==> src/rtl/core/ipv4fhg_pkg.sv <==
`timescale 1ns / 1ps
// ----------------------------------------------------------------------------
// IPv4 fragment header generator package
// Shared types, register indexes and header constants.
// ----------------------------------------------------------------------------
package ipv4fhg_pkg;

    localparam int unsigned CfgIdxW = 2;

    localparam logic [CfgIdxW-1:0] CFG_LOCAL_ADDRESS   = 2'd0;
    localparam logic [CfgIdxW-1:0] CFG_SUBNET_MASK     = 2'd1;
    localparam logic [CfgIdxW-1:0] CFG_GATEWAY_ADDRESS = 2'd2;

    localparam logic [15:0] HDR_BYTES   = 16'd60;
    localparam logic [15:0] MAX_LEN     = 16'd65475;
    localparam logic [15:0] VER_IHL_TOS = 16'h4ffe;
    localparam logic [15:0] TTL_PROTO   = 16'h4006;

    typedef enum logic [1:0] {
        ST_IDLE,
        ST_SETUP,
        ST_SUM,
        ST_EMIT
    } t_state;

    typedef struct packed {
        logic load;
        logic setup;
        logic sum;
        logic emit;
    } t_cmd;

    typedef struct packed {
        logic len_zero;
        logic last;
        logic out_free;
    } t_status;

    function automatic logic [15:0] fold19(input logic [18:0] s);
        logic [16:0] f1;
        logic [16:0] f2;
        begin
            f1 = {1'b0, s[15:0]} + {14'd0, s[18:16]};
            f2 = {1'b0, f1[15:0]} + {16'd0, f1[16]};
            fold19 = f2[15:0];
        end
    endfunction

endpackage

==> src/rtl/core/ipv4fhg_ctrl.sv <==
`timescale 1ns / 1ps
// ----------------------------------------------------------------------------
// IPv4 fragment header controller
// Sequences request load, checksum setup and one fragment per free output slot.
// ----------------------------------------------------------------------------
module ipv4fhg_ctrl (
    input  logic                 i_clk,
    input  logic                 i_rst_n,
    input  logic                 i_in_valid,
    output logic                 o_in_stall,
    input  ipv4fhg_pkg::t_status i_status,
    output ipv4fhg_pkg::t_cmd    o_cmd
);

    ipv4fhg_pkg::t_state r_state;
    ipv4fhg_pkg::t_state n_state;
    logic                accept;

    assign accept = i_in_valid && (r_state == ipv4fhg_pkg::ST_IDLE);

    always_ff @(posedge i_clk) begin
        if (!i_rst_n) begin
            r_state <= ipv4fhg_pkg::ST_IDLE;
        end else begin
            r_state <= n_state;
        end
    end

    always_comb begin
        n_state = r_state;
        case (r_state)
            ipv4fhg_pkg::ST_IDLE: begin
                if (accept && !i_status.len_zero) begin
                    n_state = ipv4fhg_pkg::ST_SETUP;
                end
            end
            ipv4fhg_pkg::ST_SETUP: begin
                n_state = ipv4fhg_pkg::ST_SUM;
            end
            ipv4fhg_pkg::ST_SUM: begin
                n_state = ipv4fhg_pkg::ST_EMIT;
            end
            ipv4fhg_pkg::ST_EMIT: begin
                if (i_status.out_free && i_status.last) begin
                    n_state = ipv4fhg_pkg::ST_IDLE;
                end
            end
            default: begin
                n_state = ipv4fhg_pkg::ST_IDLE;
            end
        endcase
    end

    always_comb begin
        o_in_stall  = 1'b1;
        o_cmd.load  = 1'b0;
        o_cmd.setup = 1'b0;
        o_cmd.sum   = 1'b0;
        o_cmd.emit  = 1'b0;
        case (r_state)
            ipv4fhg_pkg::ST_IDLE: begin
                o_in_stall = 1'b0;
                o_cmd.load = accept;
            end
            ipv4fhg_pkg::ST_SETUP: begin
                o_cmd.setup = 1'b1;
            end
            ipv4fhg_pkg::ST_SUM: begin
                o_cmd.sum = 1'b1;
            end
            ipv4fhg_pkg::ST_EMIT: begin
                o_cmd.emit = i_status.out_free;
            end
            default: begin
                o_in_stall = 1'b1;
            end
        endcase
    end

endmodule

==> src/rtl/core/ipv4fhg_datapath.sv <==
`timescale 1ns / 1ps
// ----------------------------------------------------------------------------
// IPv4 fragment header datapath
// Holds configuration, the identification counter, fragment progress and
// the output word register with its checksum logic.
// ----------------------------------------------------------------------------
module ipv4fhg_datapath #(
    parameter int unsigned FRAG_PAYLOAD = 1440
) (
    input  logic                                i_clk,
    input  logic                                i_rst_n,
    input  logic                                i_cfg_we,
    input  logic [ipv4fhg_pkg::CfgIdxW-1:0]     i_cfg_index,
    input  logic [31:0]                         i_cfg_data,
    input  logic [15:0]                         i_payload_length,
    input  logic [31:0]                         i_target_address,
    input  logic                                i_out_stall,
    output logic                                o_out_valid,
    output logic [31:0]                         o_dest_address,
    output logic [15:0]                         o_packet_length,
    output logic [15:0]                         o_flags_offset,
    output logic [15:0]                         o_identification,
    output logic [15:0]                         o_header_checksum,
    output logic [15:0]                         o_payload_start,
    output logic                                o_last_fragment,
    input  ipv4fhg_pkg::t_cmd                   i_cmd,
    output ipv4fhg_pkg::t_status                o_status
);

    localparam logic [15:0] FragLen = 16'(FRAG_PAYLOAD);

    logic [31:0] r_local;
    logic [31:0] r_mask;
    logic [31:0] r_gateway;
    logic [15:0] r_datagram_id;
    logic [31:0] r_dst;
    logic [15:0] r_id;
    logic [15:0] r_rest;
    logic [15:0] r_offset;
    logic [17:0] r_acc;
    logic [15:0] r_base;
    logic        r_out_valid;

    logic [15:0] len_sat;
    logic [31:0] dst_sel;
    logic        last;
    logic [15:0] flen;
    logic [15:0] total;
    logic [15:0] fo;
    logic [17:0] frag_sum;
    logic [18:0] base_sum;
    logic [15:0] csum;

    assign len_sat = (i_payload_length > ipv4fhg_pkg::MAX_LEN) ?
                     ipv4fhg_pkg::MAX_LEN : i_payload_length;
    assign dst_sel = ((r_local & r_mask) == (i_target_address & r_mask)) ?
                     i_target_address : r_gateway;

    assign last     = (r_rest <= FragLen);
    assign flen     = last ? r_rest : FragLen;
    assign total    = flen + ipv4fhg_pkg::HDR_BYTES;
    assign fo       = {2'b00, !last, r_offset[15:3]};
    assign frag_sum = {2'b00, r_base} + {2'b00, total} + {2'b00, fo};
    assign csum     = ~ipv4fhg_pkg::fold19({1'b0, frag_sum});
    assign base_sum = {1'b0, r_acc} + {3'b000, r_dst[31:16]} + {3'b000, r_dst[15:0]};

    assign o_status.len_zero = (i_payload_length == 16'd0);
    assign o_status.last     = last;
    assign o_status.out_free = !r_out_valid || !i_out_stall;

    always_ff @(posedge i_clk) begin
        if (!i_rst_n) begin
            r_local       <= 32'd0;
            r_mask        <= 32'd0;
            r_gateway     <= 32'd0;
            r_datagram_id <= 16'd0;
            r_out_valid   <= 1'b0;
        end else begin
            if (i_cfg_we) begin
                case (i_cfg_index)
                    ipv4fhg_pkg::CFG_LOCAL_ADDRESS:   r_local   <= i_cfg_data;
                    ipv4fhg_pkg::CFG_SUBNET_MASK:     r_mask    <= i_cfg_data;
                    ipv4fhg_pkg::CFG_GATEWAY_ADDRESS: r_gateway <= i_cfg_data;
                    default: begin
                    end
                endcase
            end
            if (i_cmd.load) begin
                r_datagram_id <= r_datagram_id + 16'd1;
            end
            if (i_cmd.emit) begin
                r_out_valid <= 1'b1;
            end else if (!i_out_stall) begin
                r_out_valid <= 1'b0;
            end
        end
    end

    always_ff @(posedge i_clk) begin
        if (i_cmd.load) begin
            r_dst    <= dst_sel;
            r_id     <= r_datagram_id;
            r_rest   <= len_sat;
            r_offset <= 16'd0;
        end
        if (i_cmd.setup) begin
            r_acc <= {2'b00, ipv4fhg_pkg::VER_IHL_TOS} + {2'b00, ipv4fhg_pkg::TTL_PROTO} +
                     {2'b00, r_local[31:16]} + {2'b00, r_local[15:0]} + {2'b00, r_id};
        end
        if (i_cmd.sum) begin
            r_base <= ipv4fhg_pkg::fold19(base_sum);
        end
        if (i_cmd.emit) begin
            o_dest_address    <= r_dst;
            o_packet_length   <= total;
            o_flags_offset    <= fo;
            o_identification  <= r_id;
            o_header_checksum <= csum;
            o_payload_start   <= r_offset;
            o_last_fragment   <= last;
            r_rest            <= r_rest - FragLen;
            r_offset          <= r_offset + FragLen;
        end
    end

    assign o_out_valid = r_out_valid;

endmodule

==> src/rtl/core/ipv4_fragment_header_gen_core.sv <==
`timescale 1ns / 1ps
// ----------------------------------------------------------------------------
// IPv4 fragment header generator core
// Turns one send request into one 60-byte IPv4 header word per fragment.
// ----------------------------------------------------------------------------
// A request with a nonzero length is taken and its destination is chosen; the
// fixed part of the header checksum is then summed in the SETUP and SUM
// states, then one fragment header word is loaded per cycle in which the
// output register is free, ceil(length / FRAG_PAYLOAD) words in all (at most
// 46 with the default FRAG_PAYLOAD, since the length saturates at 65475).
// A zero-length request is taken and yields no word; every request advances
// the identification counter. The next request is taken once the last
// fragment word has entered the output register.
module ipv4_fragment_header_gen_core #(
    parameter int unsigned FRAG_PAYLOAD = 1440
) (
    input  logic        i_clk,
    input  logic        i_rst_n,
    input  logic        i_cfg_we,
    input  logic [1:0]  i_cfg_index,
    input  logic [31:0] i_cfg_data,
    input  logic        i_in_valid,
    output logic        o_in_stall,
    input  logic [15:0] i_payload_length,
    input  logic [31:0] i_target_address,
    output logic        o_out_valid,
    input  logic        i_out_stall,
    output logic [31:0] o_dest_address,
    output logic [15:0] o_packet_length,
    output logic [15:0] o_flags_offset,
    output logic [15:0] o_identification,
    output logic [15:0] o_header_checksum,
    output logic [15:0] o_payload_start,
    output logic        o_last_fragment
);

    ipv4fhg_pkg::t_cmd    cmd;
    ipv4fhg_pkg::t_status status;

    ipv4fhg_ctrl u_ctrl (
        .i_clk      (i_clk),
        .i_rst_n    (i_rst_n),
        .i_in_valid (i_in_valid),
        .o_in_stall (o_in_stall),
        .i_status   (status),
        .o_cmd      (cmd)
    );

    ipv4fhg_datapath #(
        .FRAG_PAYLOAD (FRAG_PAYLOAD)
    ) u_datapath (
        .i_clk             (i_clk),
        .i_rst_n           (i_rst_n),
        .i_cfg_we          (i_cfg_we),
        .i_cfg_index       (i_cfg_index),
        .i_cfg_data        (i_cfg_data),
        .i_payload_length  (i_payload_length),
        .i_target_address  (i_target_address),
        .i_out_stall       (i_out_stall),
        .o_out_valid       (o_out_valid),
        .o_dest_address    (o_dest_address),
        .o_packet_length   (o_packet_length),
        .o_flags_offset    (o_flags_offset),
        .o_identification  (o_identification),
        .o_header_checksum (o_header_checksum),
        .o_payload_start   (o_payload_start),
        .o_last_fragment   (o_last_fragment),
        .i_cmd             (cmd),
        .o_status          (status)
    );

endmodule

==> config.mk <==
export PLATFORM = sky130hd
export DESIGN_NAME = ipv4_fragment_header_gen_core
export DESIGN_NICKNAME = d
export VERILOG_FILES = /design/src/rtl/core/ipv4fhg_pkg.sv /design/src/rtl/core/ipv4fhg_ctrl.sv /design/src/rtl/core/ipv4fhg_datapath.sv /design/src/rtl/core/ipv4_fragment_header_gen_core.sv
export SDC_FILE = /design/constraint.sdc
export NUM_CORES = 1
export LEC_CHECK = 0
export ABC_AREA = 1
export BUFFER_PORTS_ARGS = -buffer_cell sky130_fd_sc_hd__buf_2
export CAP_MARGIN = 30
export CORE_MARGIN = 1.5
export CORE_UTILIZATION = 45
export CTS_BUF_LIST = sky130_fd_sc_hd__clkbuf_16
export CTS_CLUSTER_DIAMETER = 150
export DETAILED_ROUTE_END_ITERATION = 16
export GPL_TIMING_DRIVEN = 1
export PLACE_DENSITY_LB_ADDON = 0.12
export SLEW_MARGIN = 20
export SYNTH_ARGS = -nofsm -noshare
export SYNTH_HDL_FRONTEND = slang
export SYNTH_SLANG_ARGS = --single-unit
export TNS_END_PERCENT = 50
==> constraint.sdc <==
create_clock -name i_clk -period 6.5 [get_ports i_clk]
set_input_delay 0.65 -clock i_clk [delete_from_list [all_inputs] [get_ports i_clk]]
set_output_delay 0.65 -clock i_clk [all_outputs]
set_load 0.01 [all_outputs]
==> reports/qor.tcl, run 1 <==
set qor(routed_via_density) 4.89
set qor(syn_avg_cell_area_um2) 8.47
set qor(final_min_period_over_clock_period_pct) 109
set qor(max_cap_viol_count) 0
set qor(first_global_vias) 13891
set qor(leakagePower_nw) 10.0
set qor(synth_top_cell_by_area) {edfxtp_1}
set qor(cts_root_buf) {clkbuf_16}
set qor(cts_hold_buffers) 0
set qor(timing.fmax_ghz) 0.141
set qor(placement.io_buffers) 192
set qor(cts_tree) {built}
set qor(detail-route-antenna-nets) 0
set qor(worst_setup_end_kind) {flop}
set qor(final_wtd_congestion) 0.888
set qor(fillerInstances) 3589
set qor(number_of_warnings_reported_in_the_yosys_synthesis_log) 0
set qor(cts.sink_count) 317
set qor(cts_made_buffers) 36
set qor(vdd_ir_drop_max_uv) 294
set qor(setup_tns_ps) -3680
set qor(setup_violations) 11
set qor(synth_async_sr_flop_share_pct) 0
set qor(p_per_area_nw_per_um2) 604
set qor(synthFlopType) {edfxtp_1}
set qor(synth_top_cell_area_share_pct) 34.1
set qor(area_delta_synth_final_pct) 23.7
set qor(yosys.cell_types.count) 45
set qor(layout.cells.most_common_list) {nand2_1, inv_1, nor2_1}
set qor(grt_pass1_wl_um) 70600
set qor(final_core_utilization_pct) 56.6
set qor(drive_gt1_share_pct) 21.2
set qor(clk_latency_ps) 560
set qor(worst-path-max-fanout) 4
set qor(h-tree-depth) 2
set qor(post-dp-hpwl_um) 34700
set qor(postSynthCellCount) 2099
set qor(drt-pass1-iter-count) 5
set qor(vias) 14636
set qor(worst_hold_path.endpoint) {u_datapath.r_gateway[20]}
set qor(layout.cells.most_common) {nand2_1}
set qor(critPathKind) {reg -> reg}
set qor(hold_path_class) {in -> reg}
set qor(clock-skew-final_ps) 22.4
set qor(p_comb_share_pct) 60.8
set qor(reg2reg_to) {u_datapath.o_header_checksum[15]}
set qor(cp.arrival_ps) 7390
set qor(sw_ratio_pct) 45.4
set qor(ys_top_cells_by_area) {edfxtp_1, dfxtp_1, nand2_1}
set qor(final-hold-violation-count) 0
set qor(power_share_of_the_sequential_group_pct) 23.5
set qor(hold_start) {i_cfg_data[20]}
set qor(worstPathRequired_ps) 6810
set qor(chipWidth_um) 202
set qor(rr_startpoint) {u_datapath.r_rest[6]}
set qor(postRouteWirelength_um) 45500
set qor(path_clk_slew_ps) 60
set qor(worstSetupStartpointType) {flop}
set qor(timing.reg2reg.worst_path_depth) 52
set qor(synth.yosys.seq_area_share_pct) 47.1
set qor(fin_cells) 2996
set qor(worst_path_dominant_cell_family) {simple AND/OR/NAND/NOR gates}
set qor(cp_slowest_stage_delay_ps) 360
set qor(fin_crit_ps) 7080
set qor(count_of_state_elements_after_synthesis) 317
set qor(setup_slack_of_the_worst_register_to_register_path_ps) -580
set qor(io_pins) 202
set qor(power.internal_mw) 7.25
set qor(max_slew.worst_pin.slew_ps) 880
set qor(holdPathStages) 3
set qor(max-slew-margin-rel_pct) 41.3
set qor(fp-row-count) 72
set qor(cts.path.max_buffers) 3
set qor(gr-total-overflow) 0
set qor(grt.total_usage_pct) 22.2
set qor(finalWorstSetupSlack_ps) -579
set qor(violations) {setup timing}
set qor(grt_start_max_net_pins) 112
set qor(rsz0062_at_grt) {true}
set qor(core_area_um2) 38800
set qor(grt_antenna_before_repair) 1
set qor(routedWlPerCell_um) 15.2
set qor(pwr-share-clk_pct) 15.7
set qor(synth_area_um2) 17800
set qor(synth_enable_flop_cells) 202
set qor(slowest_stage) {edfxtp_1}
set qor(insertedDiodeCount) 0
set qor(die_height_um) 202
set qor(drt_first_iter_violations) 792
set qor(num-nets-final) 2658
set qor(path_common_cell) {nand3_2}
set qor(initial_utilization_pct) 45.8
set qor(timing.critical_path.buf_inv) 6
set qor(placedCellCount) 2896
set qor(status) {finished with violations}
set qor(drc_errors_left) 0
set qor(p_switching_mw) 6.03
set qor(slew_violations) 0
set qor(die_area_um2) 40700
==> sequential cells by signal, summed over array words and instances, names as in the netlist, 10 cells and up <==
name / flops
u_datapath.r_offset: 11
u_datapath.o_header_checksum: 16
u_datapath.r_datagram_id: 16
u_datapath.r_rest: 16
u_datapath.o_packet_length: 16
u_datapath.r_id: 16
u_datapath.o_payload_start: 10
u_datapath.r_local: 32
u_datapath.r_gateway: 32
u_datapath.r_base: 16
u_datapath.r_dst: 32
u_datapath.o_dest_address: 32
u_datapath.r_acc: 18
u_datapath.o_identification: 16
u_datapath.r_mask: 32
==> final cells by class <==
type / count / area [µm²] / area share (%)
Tap cell: 518 / 648 / 2.95
Clock buffer: 37 / 926 / 4.21
Clock inverter: 29 / 309 / 1.41
Inverter: 306 / 1150 / 5.24
Multi-Input combinational cell: 1434 / 8360 / 38.0
Timing Repair Buffer: 355 / 2230 / 10.1
Sequential cell: 317 / 8370 / 38.1
==> what timing repair did <==
| item | in CTS | in global routing |
|---|---|---|
| pin swaps | 28 | 44 |
| gates resized for setup | 28 | 45 |
| setup endpoints to repair | 12 | 21 |
| cloned | 0 | 0 |
| endpoints found under the hold margin | 0 | 0 |
| buffers inserted | 25 | 9 |
==> worst max-delay path by stage <==
| stage | start | endpoint | slack [ps] | cells past startpoint |
|---|---|---|---|---|
| after detailed placement | u_datapath.r_rest[4] | u_datapath.o_header_checksum[15] | -710 | 48 |
| after floorplan | u_datapath.r_rest[5] | u_datapath.o_header_checksum[15] | -180 | 53 |
| after global placement | u_datapath.r_rest[4] | u_datapath.o_header_checksum[15] | -500 | 48 |
| after global routing | u_datapath.r_rest[7] | u_datapath.o_header_checksum[15] | -1060 | 52 |
| final | u_datapath.r_rest[6] | u_datapath.o_header_checksum[15] | -580 | 52 |
| after CTS | u_datapath.r_rest[11] | u_datapath.o_header_checksum[13] | -370 | 49 |
==> cell families after synthesis <==
group                      after synthesis  synth area share (%)
other                                    1                0.0211
AOI/OAI and AO/OA                      336                  9.97
xor gates and xnor gates                76                  3.87
and+or+nand+nor                        881                  20.7
buffers and inverters                  367                  8.19
adders and majority gates              121                  10.1
DFF                                    317                  47.1
==> metrics by stage <==
stage          power [mW]  cell area, µm²  setup WS [ps]  hold WS (ps)
3_3_place_gp         10.6           20200           -497           414
2_1_floorplan        8.31           17900           -181           408
5_1_grt              14.5           22000          -1060           328
3_5_place_dp         10.7           20200           -708           419
4_1_cts              13.1           21700           -366           316
6_report             13.3           22000           -579           340
==> power by group through the flow <==
stage	Combinational, mW	Sequential, mW	Clock, mW
2_1_floorplan	5.18	3.14	0
3_3_place_gp	7.46	3.17	0
3_5_place_dp	7.55	3.18	0
4_1_cts	7.84	3.14	2.15
5_1_grt	9.10	3.17	2.22
6_report	8.07	3.12	2.09
==> tightest hold or removal path, delay by kind of cell <==
family        cells  cell delay [ps]
buf+inv           1              100
simple gates      2              120
==> synthesized netlist by cell type, drive strengths merged (24+ instances only) <==
cell type / number
nand3: 133
ha: 83
edfxtp: 202
o21ai: 197
clkbuf: 40
inv: 305
nor2: 304
dfxtp: 115
xor2: 50
xnor2: 26
nand4: 24
fa: 38
nand2: 391
a21oi: 103
==> routing by layer <==
metal | up-vias | wire (µm) | track usage, %
li1 | 7532 | - | -
met1 | 6730 | 19000 | 26.4
met2 | 298 | 23200 | 40.4
met3 | 76 | 1820 | 3.58
met4 | 0 | 1440 | 7.54
met5 | - | 0 | 0
No activity file was read; power rests on OpenSTA's default activity.
==> run 2: changes to the inputs <==
--- a/config.mk
+++ b/config.mk
@@ -11,10 +11,9 @@
 export CORE_MARGIN = 1.5
 export CORE_UTILIZATION = 45
 export CTS_BUF_LIST = sky130_fd_sc_hd__clkbuf_16
-export CTS_CLUSTER_DIAMETER = 150
 export DETAILED_ROUTE_END_ITERATION = 16
 export GPL_TIMING_DRIVEN = 1
-export PLACE_DENSITY_LB_ADDON = 0.12
+export PLACE_DENSITY = 0.64
 export SLEW_MARGIN = 20
 export SYNTH_ARGS = -nofsm -noshare
 export SYNTH_HDL_FRONTEND = slang
==> constraint.sdc (replaced) <==
create_clock -name i_clk -period 7 [get_ports i_clk]
set_input_delay 0.7 -clock i_clk [delete_from_list [all_inputs] [get_ports i_clk]]
set_output_delay 0.7 -clock i_clk [all_outputs]
set_load 0.01 [all_outputs]
==> run 2 against run 1 <==
Die area did not move. Routed wire length grew 2.7%. Flip-flop and latch count did not move. Total power fell by 6.4%. The flow still finishes with violations (setup timing). Core utilization up 0.13 points. Critical path depth up 2. Clock power down 5%. Maximum frequency down 1.9%. Global-route usage increased by 0.66 points.
==> reports/qor.tcl, run 2 (synthesis results as in run 1) <==
set qor(status) {finished with violations}
set qor(violations) {setup timing}
set qor(first_global_vias) 14449 ;# +4.0%
set qor(fin_crit_ps) 7220 ;# +141 ps
set qor(final_wtd_congestion) 0.906 ;# +2.1%
set qor(vias) 14960 ;# +2.2%
set qor(post-dp-hpwl_um) 34500 ;# -0.61%
set qor(layout.cells.most_common_list) {nand2_1, inv_1, nor2_1}
set qor(path_clk_slew_ps) 60 ;# about the same
set qor(leakagePower_nw) 9.99 ;# -0.25%
set qor(p_per_area_nw_per_um2) 564 ;# -6.6%
set qor(slew_violations) 0 ;# unchanged
set qor(grt_pass1_wl_um) 73600 ;# +4.2%
set qor(cp.arrival_ps) 7520 ;# +130 ps
set qor(power_mw) 12.4 ;# -6.4%
set qor(detail-route-antenna-nets) 0 ;# unchanged
set qor(routedWlPerCell_um) 15.6 ;# +3.0%
set qor(max_cap_viol_count) 0 ;# unchanged
set qor(critPathKind) {reg -> reg}
set qor(initial_utilization_pct) 45.8 ;# unchanged
set qor(gr-usage-met1_pct) 27.5 ;# +1.1 points
set qor(reg2reg_to) {u_datapath.o_header_checksum[15]}
set qor(drt-pass1-iter-count) 5 ;# unchanged
set qor(holdPathStages) 3 ;# unchanged
set qor(fp-row-count) 72 ;# unchanged
set qor(drc_errors_left) 0 ;# unchanged
set qor(finalWorstSetupSlack_ps) -220 ;# +359 ps
set qor(worst_setup_end_kind) {flop}
set qor(rsz0062_at_grt) {true}
set qor(drt_first_iter_violations) 956 ;# +21%
set qor(grt.met3_usage_pct) 3.30 ;# -0.28 points
set qor(setup_violations) 6 ;# -5
set qor(cts_hold_buffers) 0 ;# unchanged
set qor(endpoint_of_the_worst_setup_timing_path) {u_datapath.o_header_checksum[15]}
set qor(gr-total-overflow) 0 ;# unchanged
set qor(timing.reg2reg.worst_path_depth) 54 ;# +3.8%
set qor(die_area_um2) 40700 ;# unchanged
set qor(clk_latency_ps) 560 ;# about the same
set qor(chipWidth_um) 202 ;# unchanged
set qor(max_slew.worst_pin.slew_ps) 952 ;# +71.6 ps
set qor(h-tree-depth) 2 ;# unchanged
set qor(rr_startpoint) {u_datapath.r_rest[3]}
set qor(io_pins) 202 ;# unchanged
set qor(worst-path-max-fanout) 4 ;# unchanged
set qor(routed_via_density) 5.01 ;# +2.5%
set qor(cts.sink_count) 317 ;# unchanged
set qor(timing.critical_path.from) {u_datapath.r_rest[3]}
set qor(worstPathRequired_ps) 7300 ;# +490 ps
set qor(max-slew-margin-rel_pct) 36.5 ;# -4.8 points
set qor(grt.total_usage_pct) 22.8 ;# +0.66 points
set qor(grt_antenna_before_repair) 0 ;# -1
set qor(slowest_stage) {edfxtp_1}
set qor(cts_root_buf) {clkbuf_16}
set qor(cp_slowest_stage_delay_ps) 360 ;# about the same
set qor(cts_made_buffers) 36 ;# unchanged
set qor(drive_gt1_share_pct) 21.5 ;# +0.27 points
set qor(worstSetupStartpointType) {flop}
set qor(clock-skew-final_ps) 25.7 ;# +3.30 ps
set qor(cts.path.max_buffers) 3 ;# unchanged
set qor(core_area_um2) 38800 ;# unchanged
set qor(postRouteWirelength_um) 46700 ;# +2.7%
set qor(grt_util_met2_pct) 41.5 ;# +1.1 points
set qor(final_core_utilization_pct) 56.8 ;# +0.13 points
set qor(final-hold-violation-count) 0 ;# unchanged
set qor(final_min_period_over_clock_period_pct) 103 ;# -5.8 points
set qor(placement.io_buffers) 192 ;# unchanged
set qor(grt-busiest-layer) {met2}
set qor(timing.fmax_ghz) 0.139 ;# -1.9%
set qor(path_common_cell) {buf_4}
set qor(insertedDiodeCount) 0 ;# unchanged
set qor(hold_path_class) {in -> reg}
set qor(vdd_ir_drop_max_uv) 324 ;# +10%
set qor(die_height_um) 202 ;# unchanged
set qor(cts_tree) {built}
set qor(layout.cells.most_common) {nand2_1}
set qor(setup_slack_of_the_worst_register_to_register_path_ps) -220 ;# +360 ps
set qor(area_delta_synth_final_pct) 24.0
set qor(num-nets-final) 2650 ;# -0.30%
set qor(grt_start_max_net_pins) 112 ;# unchanged
run 2: cell types whose count changed in the layout (fill, tap and decap cells not counted), moves of 4 or more:
cell and delta:
inv_1 -4, nor2_4 -4, nand2_2 +5, nand2_1 -7, a21oi_1 -5, buf_4 -7
run 2: how the worst min path moves through the flow:
stage | from | to | slack, ps
final | i_cfg_data[24] | u_datapath.r_gateway[24] | 390
after global routing | i_cfg_data[22] | u_datapath.r_mask[22] | 390
after CTS | i_cfg_data[24] | u_datapath.r_gateway[24] | 360
after detailed placement | u_datapath.r_datagram_id[6] | u_datapath.r_id[6] | 420
after global placement | u_datapath.r_datagram_id[15] | u_datapath.r_id[15] | 410
after floorplan | u_datapath.r_datagram_id[15] | u_datapath.r_id[15] | 410
run 2: through the flow:
stage                     instances  hold slack, ps  TNS [ps]  area, µm²  worst slack (ps)
after CTS                      2975             363     -8.53      21700             -8.53
after detailed placement       2863             415     -2190      19900              -383
final                          2988             388      -956      22000              -220
after global placement         2863             415      -315      19900             -88.5
after global routing           2988             390     -5690      22000              -743
after floorplan                2118             408         0      17800              37.2
run 2: worst max-delay path, delay by kind of cell, from the launching register on:
kind                       cells  cell delay, ps
and+or+nand+nor               22            1990
DFF                            1             360
xor gates and xnor gates       2             320
buffers and inverters         21            2490
AOI/OAI and AO/OA              5             790
adders and majority gates      4             990
run 2: repair_timing:
item                                    4_1_cts  5_1_grt
pin swaps                                    40       51
buffers inserted                             46       12
endpoints found under the setup margin        8       16
resized for setup                            61       48
hold endpoints to repair                      0        0
run 2: cell type report:
type,count,area [µm²]
flip-flops and latches,317,8370
inverters,306,1150
clock buffers,37,926
well taps,518,648
repair buffers,347,2160
fillers,3456,16800
multi-input cells,1434,8450
clock inverters,29,339
run 2: routing by layer:
layer	wire length (µm)	share of wire [%]
met5	0	0
met4	1500	3.2
met3	2010	4.3
met2	23800	51
met1	19400	41
run 2: power by group:
| part | switching (mW) | internal, mW | leakage [nW] |
|---|---|---|---|
| clock | 0.791 | 1.19 | 0.621 |
| combinational | 4.75 | 2.79 | 6.55 |
| sequential | 0.247 | 2.66 | 2.82 |
==> run 3: changes to the inputs <==
--- a/config.mk
+++ b/config.mk
@@ -6,14 +6,14 @@
 export NUM_CORES = 1
 export LEC_CHECK = 0
 export ABC_AREA = 1
-export BUFFER_PORTS_ARGS = -buffer_cell sky130_fd_sc_hd__buf_2
 export CAP_MARGIN = 30
 export CORE_MARGIN = 1.5
 export CORE_UTILIZATION = 45
 export CTS_BUF_LIST = sky130_fd_sc_hd__clkbuf_16
 export DETAILED_ROUTE_END_ITERATION = 16
+export DONT_BUFFER_PORTS = 1
 export GPL_TIMING_DRIVEN = 1
-export PLACE_DENSITY = 0.64
+export PLACE_DENSITY = 0.6
 export SLEW_MARGIN = 20
 export SYNTH_ARGS = -nofsm -noshare
 export SYNTH_HDL_FRONTEND = slang
==> run 3 against run 2 <==
The run now ends clean. Core utilization shrank 3.2 points. Sequential share of layout area grew 2.3 points. Combinational power shrank 5.3%. First-iteration DRC count shrank 35%. Register-to-register slack gained 260 ps. Final area shrank 5.7%. Final cell count shrank 6.9%. Sequential power grew 3%. Largest power group unchanged. Highest routed layer unchanged.
==> reports/qor.tcl, run 3 (synthesis results as in run 1) <==
set qor(status) {complete, no violations}
set qor(core_area_um2) 38800 ;# unchanged
set qor(timing.fmax_ghz) 0.144 ;# +3.7%
set qor(layout.cells.most_common) {nand2_1}
set qor(setup_slack_of_the_worst_register_to_register_path_ps) 40 ;# +260 ps
set qor(worstPathRequired_ps) 7300 ;# about the same
set qor(fp-row-count) 72 ;# unchanged
set qor(timing.critical_path.from) {u_datapath.r_rest[5]}
set qor(max_cap_viol_count) 0 ;# unchanged
set qor(routedWlPerCell_um) 16.2 ;# +3.7%
set qor(cts.sink_count) 317 ;# unchanged
set qor(cts_hold_buffers) 0 ;# unchanged
set qor(cts.path.max_buffers) 3 ;# unchanged
set qor(path_common_cell) {buf_4}
set qor(cts_root_buf) {clkbuf_16}
set qor(post-dp-hpwl_um) 33700 ;# -2.2%
set qor(detail-route-antenna-nets) 0 ;# unchanged
set qor(placedCellCount) 2678 ;# -6.5%
set qor(slew_violations) 0 ;# unchanged
set qor(timing.reg2reg.worst_path_depth) 47 ;# -13%
set qor(fin_crit_ps) 6960 ;# -258 ps
set qor(max-slew-margin-rel_pct) 38.3 ;# +1.8 points
set qor(critPathKind) {reg -> reg}
set qor(reg2reg_to) {u_datapath.o_header_checksum[13]}
set qor(drt_first_iter_violations) 618 ;# -35%
set qor(die_height_um) 202 ;# unchanged
set qor(postPlaceCellArea_um2) 19000 ;# -4.6%
set qor(grt_antenna_before_repair) 0 ;# unchanged
set qor(gr-total-overflow) 0 ;# unchanged
set qor(slowest_stage) {edfxtp_1}
set qor(hold_path_class) {in -> reg}
set qor(fin_cells) 2782 ;# -6.9%
set qor(first_global_vias) 13383 ;# -7.4%
set qor(setup_tns_ps) 0 ;# +956 ps
set qor(gr-usage-met1_pct) 25.1 ;# -2.4 points
set qor(endpoint_of_the_worst_setup_timing_path) {u_datapath.o_header_checksum[13]}
set qor(final_min_period_over_clock_period_pct) 99.4 ;# -3.7 points
set qor(initial_utilization_pct) 45.8 ;# unchanged
set qor(grt-busiest-layer) {met2}
set qor(path_clk_slew_ps) 60 ;# about the same
set qor(insertedDiodeCount) 0 ;# unchanged
set qor(num-nets-final) 2446 ;# -7.7%
set qor(drive_gt1_share_pct) 14.1 ;# -7.4 points
set qor(clk_latency_ps) 550 ;# about the same
set qor(layout.cells.most_common_list) {nand2_1, inv_1, nor2_1}
set qor(grt_util_met2_pct) 40.1 ;# -1.4 points
set qor(grt_start_max_net_pins) 112 ;# unchanged
set qor(drt-pass1-iter-count) 5 ;# unchanged
set qor(h-tree-depth) 2 ;# unchanged
set qor(fillerInstances) 3575 ;# +3.4%
set qor(cts_tree) {built}
set qor(grt.met3_usage_pct) 4.79 ;# +1.5 points
set qor(worst-path-max-fanout) 4 ;# unchanged
set qor(cts_made_buffers) 35 ;# -2.8%
set qor(worstSetupStartpointType) {flop}
set qor(placement.io_buffers) 0 ;# -100%
set qor(vdd_ir_drop_max_uv) 264 ;# -19%
set qor(area_delta_synth_final_pct) 16.9
set qor(fin_area_um2) 20800 ;# -5.7%
set qor(setup_violations) 0 ;# -6
set qor(drc_errors_left) 0 ;# unchanged
set qor(hold_slack_ps) 277 ;# -112 ps
set qor(leakagePower_nw) 9.14 ;# -8.5%
set qor(cp_slowest_stage_delay_ps) 390 ;# +30 ps
set qor(final_wtd_congestion) 0.905 ;# -0.15%
set qor(worst_setup_end_kind) {flop}
set qor(postRouteWirelength_um) 45100 ;# -3.4%
set qor(io_pins) 202 ;# unchanged
set qor(cp.arrival_ps) 7260 ;# -260 ps
set qor(final_core_utilization_pct) 53.5 ;# -3.2 points
set qor(grt_pass1_wl_um) 70000 ;# -4.9%
set qor(routed_via_density) 4.97 ;# -0.71%
set qor(chipWidth_um) 202 ;# unchanged
set qor(grt.total_usage_pct) 22.0 ;# -0.79 points
set qor(vias) 13830 ;# -7.6%
set qor(rsz0062_at_grt) {true}
set qor(die_area_um2) 40700 ;# unchanged
set qor(rr_startpoint) {u_datapath.r_rest[5]}
set qor(p_per_area_nw_per_um2) 576 ;# +2.0%
set qor(max_slew.worst_pin.slew_ps) 925 ;# -26.7 ps
set qor(clock-skew-final_ps) 22.2 ;# -3.53 ps
set qor(final-hold-violation-count) 0 ;# unchanged
[run 3: critical path, delay by kind of cell, from the launching register on]
kind / cells / cell delay [ps]
DFF: 1 / 390
and+or+nand+nor: 18 / 2010
buffers and inverters: 16 / 1880
AOI/OAI and AO/OA: 6 / 1120
adders and majority gates: 4 / 970
xor gates and xnor gates: 3 / 350
[run 3: through the flow]
stage / worst slack (ps) / power (mW)
after floorplan: 37.2 / 7.67
after global placement: -119 / 9.55
after global routing: -459 / 13.0
after CTS: 14.4 / 11.8
after detailed placement: -315 / 9.64
final: 38.6 / 12.0
[run 3: layer usage]
metal | routed length [µm] | up-vias
li1 | - | 7116
met1 | 18300 | 6333
met2 | 22600 | 301
met3 | 2650 | 80
met4 | 1550 | 0
met5 | 0 | -
[run 3: cell type report]
class | count | area [µm²] | share of cell area [%]
timing repair buffer | 144 | 1120 | 5.41
clock inverter | 28 | 258 | 1.24
tap | 518 | 648 | 3.12
clock buffer | 35 | 876 | 4.21
sequential | 317 | 8370 | 40.3
inverter | 306 | 1150 | 5.53
multi-input combinational | 1434 | 8360 | 40.2
[run 3: what timing repair did]
item,in CTS,in global routing
pin swaps,42,55
resized for setup,45,51
setup endpoints to repair,8,12
hold endpoints to repair,0,0
setup buffers,33,10
[run 3: power by group]
part	switching [mW]	internal (mW)	total [mW]	leakage, nW
registers	0.320	2.67	2.99	2.82
clock network	0.768	1.07	1.84	0.583
logic	4.48	2.66	7.14	5.73
total	5.57	6.39	12.0	9.14
[run 3: worst min-delay path by stage]
stage	to	cells after the start	slack, ps	start
global placement	u_datapath.r_id[15]	0	410	u_datapath.r_datagram_id[15]
CTS	u_datapath.r_mask[2]	2	250	i_cfg_data[2]
detailed placement	u_datapath.r_id[6]	0	420	u_datapath.r_datagram_id[6]
global route	u_datapath.r_gateway[25]	2	260	i_rst_n
finish	u_datapath.r_mask[2]	2	280	i_cfg_data[2]
floorplan	u_datapath.r_id[15]	0	410	u_datapath.r_datagram_id[15]
